File: config.mk
export PLATFORM = sky130hd
export DESIGN_NAME = goq_ctrl
export DESIGN_NICKNAME = d
export VERILOG_FILES = /design/src/goq_pkg.sv /design/src/goq_ctrl.sv
export SDC_FILE = /design/constraint.sdc
export NUM_CORES = 1
export LEC_CHECK = 0
export ABC_CLOCK_PERIOD_IN_PS = 1400
export BUFFER_PORTS_ARGS = -buffer_cell sky130_fd_sc_hd__buf_2
export CORE_AREA = 2 2 39 41
export DETAILED_ROUTE_END_ITERATION = 7
export DIE_AREA = 0 0 41 43
export PLACE_DENSITY = 0.7
export SYNTH_ARGS = -nofsm -noshare
export SYNTH_HDL_FRONTEND = slang
export SYNTH_SLANG_ARGS = --single-unit
export TNS_END_PERCENT = 30
File: constraint.sdc
create_clock -name clk -period 1.4 [get_ports clk]
set_clock_uncertainty 0.1 [all_clocks]
set_input_delay 0.07 -clock clk [delete_from_list [all_inputs] [get_ports clk]]
set_output_delay 0.07 -clock clk [all_outputs]
set_load 0.01 [all_outputs]
File: src/goq_pkg.sv
// Shared types and constants for the group ordered queue.
// Used by goq_ctrl, goq_datapath and group_ordered_queue; depends on nothing.
package goq_pkg;

    localparam int SEQ_W      = 16;
    localparam int GROUP_ID_W = 8;

    localparam logic KIND_ARRIVE = 1'b0;
    localparam logic KIND_SERVE  = 1'b1;

    typedef enum logic [1:0] {
        RES_ACK,
        RES_FULL,
        RES_EMPTY,
        RES_SERVED
    } res_code_t;

    typedef struct packed {
        logic      capture;
        logic      clr_wr;
        logic      arr_rd;
        logic      arr_link;
        logic      arr_splice;
        logic      srv_rd;
        logic      srv_pop;
        logic      srv_dec;
        logic      load_out;
        res_code_t code;
    } goq_cmd_t;

    typedef struct packed {
        logic kind;
        logic ignore;
        logic full;
        logic empty;
        logic in_group;
        logic clr_done;
        logic out_free;
    } goq_status_t;

endpackage

File: src/goq_ctrl.sv
// Controller state machine of the group ordered queue.
// Depends on goq_pkg; drives the command struct of goq_datapath.
module goq_ctrl
    import goq_pkg::*;
(
    input  logic        clk,
    input  logic        rst_n,
    input  logic        in_valid,
    output logic        in_ready,
    input  goq_status_t status,
    output goq_cmd_t    cmd
);

    typedef enum logic [2:0] {
        ST_INIT,
        ST_IDLE,
        ST_CHECK,
        ST_ARR_LINK,
        ST_ARR_SPLICE,
        ST_SRV_POP,
        ST_SRV_DEC,
        ST_RESP
    } state_t;

    state_t    state_reg;
    state_t    state_next;
    res_code_t code_reg;
    res_code_t code_next;

    assign in_ready = (state_reg == ST_IDLE);

    always_comb
    begin
        state_next     = state_reg;
        code_next      = code_reg;
        cmd            = '0;
        cmd.code       = code_reg;
        unique case (state_reg)
            ST_INIT:
            begin
                cmd.clr_wr = 1'b1;
                if (status.clr_done)
                begin
                    state_next = ST_IDLE;
                end
            end
            ST_IDLE:
            begin
                if (in_valid)
                begin
                    cmd.capture = 1'b1;
                    state_next  = ST_CHECK;
                end
            end
            ST_CHECK:
            begin
                if (status.kind == KIND_ARRIVE)
                begin
                    priority if (status.ignore)
                    begin
                        state_next = ST_IDLE;
                    end
                    else if (status.full)
                    begin
                        code_next  = RES_FULL;
                        state_next = ST_RESP;
                    end
                    else
                    begin
                        cmd.arr_rd = 1'b1;
                        state_next = ST_ARR_LINK;
                    end
                end
                else
                begin
                    if (status.empty)
                    begin
                        code_next  = RES_EMPTY;
                        state_next = ST_RESP;
                    end
                    else
                    begin
                        cmd.srv_rd = 1'b1;
                        state_next = ST_SRV_POP;
                    end
                end
            end
            ST_ARR_LINK:
            begin
                cmd.arr_link = 1'b1;
                code_next    = RES_ACK;
                state_next   = status.in_group ? ST_ARR_SPLICE : ST_RESP;
            end
            ST_ARR_SPLICE:
            begin
                cmd.arr_splice = 1'b1;
                state_next     = ST_RESP;
            end
            ST_SRV_POP:
            begin
                cmd.srv_pop = 1'b1;
                state_next  = ST_SRV_DEC;
            end
            ST_SRV_DEC:
            begin
                cmd.srv_dec = 1'b1;
                code_next   = RES_SERVED;
                state_next  = ST_RESP;
            end
            ST_RESP:
            begin
                if (status.out_free)
                begin
                    cmd.load_out = 1'b1;
                    state_next   = ST_IDLE;
                end
            end
            default:
            begin
                state_next = ST_IDLE;
            end
        endcase
    end

    always_ff @(posedge clk or negedge rst_n)
    begin
        if (!rst_n)
        begin
            state_reg <= ST_INIT;
            code_reg  <= RES_ACK;
        end
        else
        begin
            state_reg <= state_next;
            code_reg  <= code_next;
        end
    end

`ifndef SYNTH
    a_link_after_check: assert property (@(posedge clk) disable iff (!rst_n)
        cmd.arr_link |-> $past(cmd.arr_rd))
        else $error("Arrival linked without a group table lookup.");
    a_pop_after_read: assert property (@(posedge clk) disable iff (!rst_n)
        cmd.srv_pop |-> $past(cmd.srv_rd))
        else $error("Serve popped without reading the head node.");
    a_no_capture_busy: assert property (@(posedge clk) disable iff (!rst_n)
        cmd.capture |=> !cmd.capture)
        else $error("Two transfers accepted back to back.");
`endif

endmodule

== Word level (Yosys, flattened, before mapping) ==
Cells that the tools add are included.
Word-level totals
  register bits: 5
  input bits: 10
  output and inout port bits: 12
  logic and storage cells: 50
Operators by class
  equal/unequal tests: 13
  multiplexer cells: 30
  reduce and logical (&&, ||, !) cells: 5
Operators by type and width (number)
  $pmux W3 S7: 1
  $mux W3: 6
  $mux W1: 16
  $eq A3 B3 Y1 const B: 4
  $mux W2: 6
  $ne A3 B3 Y1 const B: 3
  $eq A3 B2 Y1 const B: 2
  $ne A2 B2 Y1 const B: 3
  $pmux W2 S3: 1
  $reduce_and A4 Y1: 1
  $eq A3 B1 Y1 const B: 1
  $logic_not A3 Y1: 1
  $reduce_and A3 Y1: 1
  $reduce_bool A3 Y1: 1
  $reduce_or A2 Y1: 1

== Depth between registers and ports, before layout ==
Gate-level depths: netlist (run 1).
  word-level depth: 4
  mapped depth: 5
  depth with buffers taken out: 4

== Least setup slack after synthesis (run 1) ==
No wires, ideal clock.
  kind: register to register
  from: register state_reg[2]
  to: register code_reg[0]
  library setup time: 125 ps
  arrival time: 1302 ps
  data required time: 1175 ps
  slack: -126 ps
  cell stages (with the launch flop): 5
  path buffers: 0
  period minus slack after synthesis: 1526 ps
  path through: dfrtp_1 -> or4b_1 -> nand3_1 -> a31oi_1 -> mux2_2
On the way
  longest elaborated chain between the ends: 3
  elaborated cells on any way between the ends: 9
  those cells by class: 6 x eq/ne; 1 x mux; 2 x reduce/logical
Ends and longest elaborated chain
  start, declared: RTL line goq_ctrl.sv:25  | state_t state_reg;
  start signal, assigned: RTL line goq_ctrl.sv:134  | state_reg <= state_next;
  $eq A3 B2 Y1 / $eq A3 B3 Y1 (equally long branches): RTL line goq_ctrl.sv:38  | unique case (state_reg)
  $ne A3 B3 Y1 (no line) / $reduce_bool A3 Y1 (equally long branches)
  $reduce_and A4 Y1 (no line)
  end signal, assigned: RTL line goq_ctrl.sv:135  | code_reg <= code_next;
  end, declared: RTL line goq_ctrl.sv:27  | res_code_t code_reg;
Parallel ways exist; a longest one is shown, timed or not.
A chain may end at the register's enable or synchronous reset.

== Worst setup path in the final report (run 1) ==
  from: register state_reg[0]
  to: register code_reg[0]
The elaborated chain is that of the path after synthesis.

==> results of run 1 <==
-- routing by layer --
layer	up-vias	track usage [%]
li1	261	-
met1	224	15.6
met2	12	21.6
met3	0	1.57
met4	0	4.00
met5	-	0
-- Yosys cell counts (2+ instances only) --
library cell  count
nand3_1           2
nor2b_1           2
nand2_1           5
dfrtp_1           5
a21oi_1           4
mux2_2            2
clkbuf_1          2
a31oi_1           2
inv_1             3
nor2_1           13
nor3_1            3
-- path summary, 6_finish.rpt --
| path | from | end | slack, ps | depth (start not counted) |
|---|---|---|---|---|
| hold reg to reg | code_reg[1]$_DFFE_PN0P_ | code_reg[1]$_DFFE_PN0P_ | 400 | 1 |
| min in group asynchronous | rst_n | code_reg[0]$_DFFE_PN0P_ | 90 | 2 |
| setup reg to reg | state_reg[0]$_DFFE_PN0P_ | code_reg[0]$_DFFE_PN0P_ | -140 | 4 |
| hold / removal | in_valid | state_reg[0]$_DFFE_PN0P_ | 80 | 3 |
| setup / recovery | state_reg[0]$_DFFE_PN0P_ | code_reg[0]$_DFFE_PN0P_ | -140 | 4 |
| max in group asynchronous | rst_n | state_reg[2]$_DFFE_PN0P_ | 980 | 2 |
-- tightest hold or removal path: stages --
cell and delay, ps:
buf_2 90, nor2_1 40, o22a_1 170
-- what timing repair did --
item / 4_1_cts / 5_1_grt
cloned: 0 / 0
hold buffers: 2 / 0
resized for setup: 7 / 7
pin swaps: 4 / 2
endpoints found under the hold margin: 6 / 0
buffers inserted: 5 / 0
endpoints found under the setup margin: 6 / 14
-- power by group through the flow --
stage               logic [uW]  registers (uW)  clock network (uW)
finish                     947             272                 163
floorplan                  481             266                   0
global placement           740             263                   0
CTS                        881             268                 170
detailed placement         755             268                   0
global route              1030             281                 179
-- kinds of logic (layout without fill, tap and decap cells) --
logic type | after synthesis | after routing
multiplexers | 3 | 3
buffers and inverters | 8 | 42
AND/OR/NAND/NOR | 29 | 29
AO/OA/AOI/OAI | 11 | 11
flip-flops | 5 | 5
-- through the flow --
| stage | util (%) | area, sq um | hold WS, ps | worst slack, ps | TNS, ps |
|---|---|---|---|---|---|
| final | 50.3 | 696 | 84.7 | -138 | -382 |
| after global routing | 50.3 | 696 | 92.3 | -175 | -954 |
| after CTS | 48.0 | 664 | 71.0 | -151 | -502 |
| after detailed placement | 39.8 | 551 | -213 | -128 | -246 |
| after global placement | 39.8 | 551 | -215 | -93.6 | -187 |
| after floorplan | - | 402 | -326 | -84.0 | -168 |
-- cell type report --
class                           count  area [sq um]
Timing Repair Buffer               35           226
Clock buffer                        4          26.3
Inverter                            3          11.3
Fill cell                         133           688
Tap cell                           16          20.0
Sequential cell                     5           125
Multi-Input combinational cell     43           287
==> results.md, run 1 <==
* Post-Synth Adder-Cell Area at 0%
* CTS root buffer: clkbuf_4
* Comb power frac at 68.6%
* Yosys reg bits at 5
* Failing checks: setup timing
* Synth top area cells: dfrtp_1 (31%), nor2_1 (12%), mux2_2 (5.6%), a21oi_1 (5.0%), nand2_1 (4.7%)
* Sequential power share at 19.7%
* Starting density of the core at 29.0%
* Post-Route WL at 1.14 mm
* Pwr dens at 1990 nW/um^2
* WP data arrival at 1560 ps
* Die width at 41 um
* Port Buffers at 21
* CTS max path bufs at 2
* Psw at 572 uW
* Hold Path Class: in2reg
* Post-Syn Area per Cell at 7.17 sq um
* Total track usage at 12.7%
* Setup Viol. Count Final at 6
* Bufs and invs on worst path at 0
* Largest net degree at the start of global routing at 10
* Post-synthesis xor/xnor area fraction at 0%
* Clock power frac at 11.8%
* H-tree Lvls at 1
* Via density per instance at 4.69
* Final hold violations at 0
* Met2 wire len at 602 um
* Final period util at 110%
* Rows at 14
* Synth top area share at 31.2%
* Final Critical Period at 1540 ps
* Clock Pin Slew Worst Setup and Hold Paths at 50 ps
* CP startpoint kind: flop
* Sw Ratio at 41.4%
* Area Overhead vs Synth at 73.2%
* Delay-heaviest family, CP: simple AND/OR/NAND/NOR gates
* Crit-path slowest cell: or4b_1
* IO Count at 22
* Die H at 43 um
* CP Class: reg2reg
* Mapped cell area at 402 sq um
* Routed vias at 497
* HPWL Detailed at 791 um
* Antenna viol nets, final at 0
* Nets at 101
* Internal at 809 uW
* Worst-skew pair later-pin latency at 230 ps
* Maximum vdd drop at 0.000742 V
* Fmax at 0.650 GHz
* WP data required at 1420 ps
* Clock tree from TritonCTS: built
* Drt pass-1 iters at 3
* Power Total at 1380 uW
* Vias in the first global route at 381
* Commonest cells after routing, fill and taps aside: buf_2 (21), nor2_1 (12), buf_4 (9)
* Compound-cell area share of the yosys netlist at 17.1%
* Wire length on met3 at 52 um
* Fin cells at 106
* CORE AREA at 1380 sq um
* Unique masters post-synth at 24
* EDFF count, synth at 0
* Crit-path max cell delay at 500 ps
* Worst Setup End Kind: flop
* Setup WS post-layout at -138 ps
* Total gr overflow at 0
* Ratio of cells with drive above 1 in the final layout at 52.2%
* Critical path fanouts, max at 2
* RSZ-0062 raised after global routing: true
* Post-synth top flop: dfrtp_1
* Post-synthesis sequential area ratio at 31.2%
* TritonCTS Sinks at 5
* Commonest non-fill, non-tap cell in the layout: buf_2
* Drc violations at 0
* Max reg flops at 3
* First-pass GRT wire length at 1.55 mm
* Placer Congestion at 0.718
* Simple-Gate Fraction of Synth Area at 33.6%
* Critical path, cell by cell: or4b_1, nand3_1, a31oi_1, mux2_2
* Leading area contributor after synthesis: dfrtp_1
* Synthesis warning total at 0
* Met1 WL at 482 um
* Status: complete, but fails checks
* Multiplexer share of the synthesized area at 8.10%
* Max-cap viol count at 0
* Routed WL per cell at 10.7 um
* Syn nets at 66
* Total CTS buffers at 3
* Die Area at 1760 sq um
* Rel. slew slack at 84.9%
* Ys async rst share at 100%
* Leakage power at 0.000351 uW
* Post-Synthesis Cells at 56
* Top Layer Used: met3
* Antenna violations before repair at 0
* Inserted Diodes at 0
* Initial DRC Count at 8
* Placed Cells incl. Taps at 95
* Worst Tran Pin Value at 225 ps
* Max Slew Vio Count at 0
* Largest family of logic cells by synthesized area: simple AND/OR/NAND/NOR gates
Note: power is estimated with default switching activity, not from simulation.
==> run 2: changes to the inputs <==
==> constraint.sdc (replaced) <==
create_clock -name clk -period 1.4 [get_ports clk]
set_clock_uncertainty 0.1 [all_clocks]
set_input_delay 0 -clock clk [delete_from_list [all_inputs] [get_ports clk]]
set_output_delay 0 -clock clk [all_outputs]
set_load 0.01 [all_outputs]
==> run 2 against run 1 <==
  * The run still ends with setup timing left
  * Critical path depth is 1 higher
  * First-iteration DRC count decreased by 25%
  * Core utilization shrank 3.3 points
  * Largest power group unchanged
  * Highest routed layer is now met4
==> results.md, run 2 (synthesized netlist as in run 1, its figures left out) <==
* Post-DP Area at 558 sq um
* Total CTS buffers at 3
* Critical path fanouts, max at 11
* HPWL Detailed at 779 um
* Drc violations at 0
* Total gr overflow at 0
* Global Route met3 Usage at 3.14%
* Die width at 41 um
* Starting density of the core at 29.0%
* Worst-skew pair later-pin latency at 230 ps
* IO Count at 22
* Vias in the first global route at 347
* Maximum vdd drop at 0.000848 V
* RSZ-0062 raised after global routing: true
* WP data required at 1420 ps
* Setup WS post-layout at -153 ps
* Setup Fix Bufs, Post-CTS at 0
* Antenna violations before repair at 0
* Die Area at 1760 sq um
* Clock Pin Slew Worst Setup and Hold Paths at 50 ps
* Clock power frac at 12.9%
* Area Overhead vs Synth at 61.7%
* Max Slew Vio Count at 0
* Commonest non-fill, non-tap cell in the layout: buf_2
* Routed WL per cell at 10.7 um
* Setup Viol. Count Final at 4
* Leakage power at 0.000323 uW
* Final hold violations at 0
* Failing checks: setup timing
* Max-cap viol count at 0
* Comb power frac at 65.1%
* Worst Setup End Kind: flop
* CP startpoint kind: flop
* Finished layout cell area at 649 sq um
* Internal at 727 uW
* Worst R2R Setup Slack at -150 ps
* TritonCTS Sinks at 5
* Hold Path Class: in2reg
* Final Critical Period at 1550 ps
* Fmax at 0.644 GHz
* Placer Congestion at 0.717
* Power Total at 1270 uW
* Total track usage at 12.5%
* CP Class: reg2reg
* First-pass GRT wire length at 1.50 mm
* Met2 usage at 19.1%
* Largest net degree at the start of global routing at 12
* Port Buffers at 21
* Initial DRC Count at 6
* Sw Ratio at 42.9%
* Max reg flops at 3
* Worst Tran Pin Value at 189 ps
* Top Usage Layer GRT: met2
* Nets at 98
* H-tree Lvls at 1
* WP data arrival at 1580 ps
* Commonest cells after routing, fill and taps aside: buf_2 (21), nor2_1 (11), buf_4 (7)
* Rows at 14
* Ratio of cells with drive above 1 in the final layout at 47.1%
* Die H at 43 um
* M1 GR Usage at 16.8%
* Pwr dens at 1960 nW/um^2
* CORE AREA at 1380 sq um
* Sequential power share at 22.0%
* CTS max path bufs at 2
* CTS root buffer: clkbuf_4
* Drt pass-1 iters at 4
* Via density per instance at 4.57
* Final period util at 111%
* Antenna viol nets, final at 0
* Rel. slew slack at 87.0%
* Clock tree from TritonCTS: built
* Inserted Diodes at 0
* Status: complete, but fails checks
* Post-Route WL at 1.11 mm
* Routed vias at 471
* Psw at 547 uW
[run 2: worst paths after layout]
kind | cells past startpoint | startpoint | endpoint
max | 5 | state_reg[0]$_DFFE_PN0P_ | code_reg[0]$_DFFE_PN0P_
min | 3 | in_valid | state_reg[0]$_DFFE_PN0P_
max reg2reg | 5 | state_reg[0]$_DFFE_PN0P_ | code_reg[0]$_DFFE_PN0P_
min reg2reg | 1 | code_reg[1]$_DFFE_PN0P_ | code_reg[1]$_DFFE_PN0P_
max in group asynchronous | 3 | rst_n | state_reg[1]$_DFFE_PN0P_
min in group asynchronous | 3 | rst_n | code_reg[1]$_DFFE_PN0P_
[run 2: cell type report]
class	count	area (sq um)
fill	149	734
multi-input combinational	43	267
timing repair buffer	32	199
sequential	5	126
clock buffer	4	26.3
tap	16	20.0
inverter	3	11.3
[run 2: routing by layer]
layer  up-vias  part of all wire [%]
met3         2                   5.4
met2        14                    49
li1        253                     -
met4         0                  0.81
met1       202                    45
met5         -                     0
[run 2: through the flow]
| step | hold slack, ps | util [%] | setup WS (ps) | instances | setup TNS [ps] |
|---|---|---|---|---|---|
| after floorplan | -396 | - | -84.0 | 56 | -168 |
| after global placement | -285 | 40.3 | -92.9 | 96 | -186 |
| after detailed placement | -283 | 40.3 | -140 | 96 | -271 |
| after CTS | 0.762 | 45.5 | -136 | 102 | -495 |
| after global routing | 12.3 | 46.9 | -220 | 103 | -811 |
| final | 4.82 | 46.9 | -153 | 103 | -430 |
[run 2: what timing repair did]
item,CTS,global route
endpoints found under the setup margin,4,10
hold buffers,2,1
gates cloned,0,0
resized for setup,5,4
endpoints found under the hold margin,7,2
pin swaps,1,0
[run 2: critical path, cell delays in order (launching register included)]
cell and delay (ps):
dfrtp_1 370, buf_4 180, nand2_1 90, nand3_1 100, a31oi_2 230, mux2_2 370
[run 2: power groups by stage]
stage / Clock, uW / Combinational, uW / Sequential, uW
2_1_floorplan: 0 / 481 / 266
3_3_place_gp: 0 / 750 / 263
3_5_place_dp: 0 / 765 / 269
4_1_cts: 170 / 803 / 269
5_1_grt: 184 / 912 / 290
6_report: 165 / 829 / 280
==> run 3: changes to the inputs <==
--- a/config.mk
+++ b/config.mk
@@ -5,12 +5,14 @@
 export SDC_FILE = /design/constraint.sdc
 export NUM_CORES = 1
 export LEC_CHECK = 0
+export ABC_AREA = 1
 export ABC_CLOCK_PERIOD_IN_PS = 1400
 export BUFFER_PORTS_ARGS = -buffer_cell sky130_fd_sc_hd__buf_2
 export CORE_AREA = 2 2 39 41
 export DETAILED_ROUTE_END_ITERATION = 7
 export DIE_AREA = 0 0 41 43
-export PLACE_DENSITY = 0.7
+export PLACE_DENSITY = 0.76
+export SKIP_LAST_GASP = 1
 export SYNTH_ARGS = -nofsm -noshare
 export SYNTH_HDL_FRONTEND = slang
 export SYNTH_SLANG_ARGS = --single-unit
==> run 3 against run 2 <==
  * The flow still finishes with violations (setup timing)
  * Largest cell class unchanged
  * Core utilization is 2.0 points higher
  * Global-route usage is 0.22 points higher
  * Synthesized cell count is 36% higher
  * Register-to-register slack better by 200 ps
  * Total power is 6.7% higher
  * Wire length is 1.3% higher
  * Flip-flop and latch count stayed put
  * Die area stayed put
  * Clock power is 2% lower
  * Worst setup slack better by 150 ps
  * First-iteration DRC count is 17% lower
  * Final cell count is 20% higher
  * Largest power group unchanged
==> results.md, run 3 <==
* Commonest cells after routing, fill and taps aside: nand2_1 (28), buf_2 (21), nor2_1 (12)
* Min Hold Slack at 31.9 ps
* Die H at 43 um
* Critical path fanouts, max at 7
* Post-synth top flop: dfrtp_1
* Status: complete, but fails checks
* Vias in the first global route at 384
* H-tree Lvls at 1
* Max reg flops at 3
* Core Util, Final at 48.9%
* Post-Route WL at 1.12 mm
* Mapped cell area at 467 sq um
* Clock tree from TritonCTS: built
* Antenna violations before repair at 0
* Antenna viol nets, final at 0
* CTS root buffer: clkbuf_4
* Post-Syn Area per Cell at 6.14 sq um
* Synth top area share at 26.8%
* Leading area contributor after synthesis: dfrtp_1
* EDFF count, synth at 0
* Met2 usage at 18.8%
* Ys async rst share at 100%
* CORE AREA at 1380 sq um
* Rows at 14
* Routed vias at 564
* Total negative slack at -4.13 ps
* Clock Pin Slew Worst Setup and Hold Paths at 40 ps
* CTS max path bufs at 2
* Total track usage at 12.8%
* Final period util at 100%
* CP Class: reg2out
* Nets at 119
* Ratio of cells with drive above 1 in the final layout at 37.0%
* Failing checks: setup timing
* Starting density of the core at 33.7%
* Post-Synthesis Cells at 76
* Total gr overflow at 0
* R2r worst-path depth at 7
* Maximum vdd drop at 0.000594 V
* IO Count at 22
* Max-cap viol count at 0
* Max Slew Vio Count at 0
* Port Buffers at 21
* Critical path, cell by cell: buf_4, buf_4, nor3_1, buf_2
* Unique masters post-synth at 16
* Routed WL per cell at 9.02 um
* Final hold violations at 0
* Top Usage Layer GRT: met2
* Initial DRC Count at 5
* Hold Path Class: in2reg
* Setup Viol. Count Final at 1
* Crit-path max cell delay at 440 ps
* HPWL Detailed at 823 um
* Min-Delay Path Depth at 3
* Area Overhead vs Synth at 45.0%
* Leakage power at 0.000426 uW
* Final Critical Period at 1400 ps
* WP data arrival at 1300 ps
* Via density per instance at 4.55
* Die Area at 1760 sq um
* Fmax at 0.712 GHz
* Die width at 41 um
* Commonest non-fill, non-tap cell in the layout: nand2_1
* Drt pass-1 iters at 4
* Post-synthesis sequential area ratio at 26.8%
* Setup WS post-layout at -4.13 ps
* Worst R2R Setup Slack at 50 ps
* Total CTS buffers at 3
* First-pass GRT wire length at 1.52 mm
* CP startpoint kind: flop
* Worst Tran Pin Value at 218 ps
* Synth top area cells: dfrtp_1 (27%), nand2_1 (23%), nor2_1 (9.7%), inv_1 (8.0%), nand3_2 (6.4%)
* Largest net degree at the start of global routing at 11
* Worst-skew pair later-pin latency at 240 ps
* CP most frequent cell: buf_4
* FILL cells at 154
* Synth cell count leaders: nand2_1 (28), nor2_1 (12), inv_1 (10), dfrtp_1 (5), nand3_1 (4)
* WP data required at 1300 ps
* Crit-path slowest cell: dfrtp_2
* RSZ-0062 raised after global routing: true
* Placer Congestion at 0.768
* TritonCTS Sinks at 5
* Most numerous cell in the Yosys netlist: nand2_1
* Yosys reg bits at 5
* Inserted Diodes at 0
* Rel. slew slack at 85.4%
* Drc violations at 0
* M1 GR Usage at 16.8%
* Synthesis warning total at 0
* Worst Setup End Kind: primary output
* Syn nets at 86
* Global Route met3 Usage at 4.71%
* Pwr dens at 2010 nW/um^2
==> run 3: cell types whose count changed after synthesis, moves of 2 or more <==
cell      before  now
a21oi_1        4    0
inv_2          0    2
mux2_2         2    0
nand3_2        0    3
inv_1          3   10
nor2b_1        2    0
nand2_1        5   28
nand3_1        2    4
clkbuf_1       2    0
a31oi_1        2    0
==> run 3: cell type report <==
cell class / count / area (sq um) / share of cell area (%)
Sequential cell: 5 / 129 / 19.0
Clock buffer: 4 / 26.3 / 3.88
Multi-Input combinational cell: 57 / 274 / 40.5
Timing Repair Buffer: 30 / 180 / 26.6
Inverter: 12 / 47.5 / 7.02
Tap cell: 16 / 20.0 / 2.96
==> run 3: kinds of logic (layout without fill, tap and decap cells) <==
logic type	count (synthesis)	after routing	share of synthesized area [%]
AOI/OAI and AO/OA	4	4	5.63
buffers and inverters	14	46	14.5
DFF	5	5	26.8
and+or+nand+nor	53	53	53.1
==> run 3: critical path: cells and delay by family, from the launching register on <==
| family | cells | cell delay (ps) |
|---|---|---|
| simple gates | 1 | 180 |
| flops | 1 | 440 |
| buf+inv | 3 | 450 |
==> run 3: final timing paths <==
check | startpoint | to
worst min register to register | code_reg[0]$_DFFE_PN0P_ | code_reg[0]$_DFFE_PN0P_
max in group asynchronous | rst_n | state_reg[2]$_DFFE_PN0P_
worst max register to register | state_reg[1]$_DFFE_PN0P_ | state_reg[0]$_DFFE_PN0P_
worst max-delay path | state_reg[1]$_DFFE_PN0P_ | cmd[4]
min in group asynchronous | rst_n | state_reg[0]$_DFFE_PN0P_
worst min-delay path | status[4] | state_reg[2]$_DFFE_PN0P_
==> run 3: metal layers <==
metal,part of all wire (%),vias up
li1,-,303
met1,46,242
met2,48,19
met3,5.7,0
met4,0,0
met5,0,-
==> run 3: stage by stage <==
stage / cells / total power (uW) / worst slack [ps] / cell area (sq um)
6_report: 124 / 1360 / -4.13 / 677
4_1_cts: 119 / 1260 / -4.87 / 638
3_5_place_dp: 112 / 1070 / 111 / 577
2_1_floorplan: 76 / 898 / 154 / 467
3_3_place_gp: 112 / 1060 / 135 / 577
5_1_grt: 124 / 1490 / -59.4 / 677
==> run 3: timing repair <==
action / in CTS / in global routing
endpoints found under the setup margin: 2 / 4
hold endpoints to repair: 6 / 0
resized for setup: 3 / 1
hold buffers: 3 / 0
buffers inserted: 0 / 5
==> run 3: where the power goes <==
group	switching [uW]	internal, uW
Clock	53.8	107
Combinational	497	374
Sequential	96.5	230
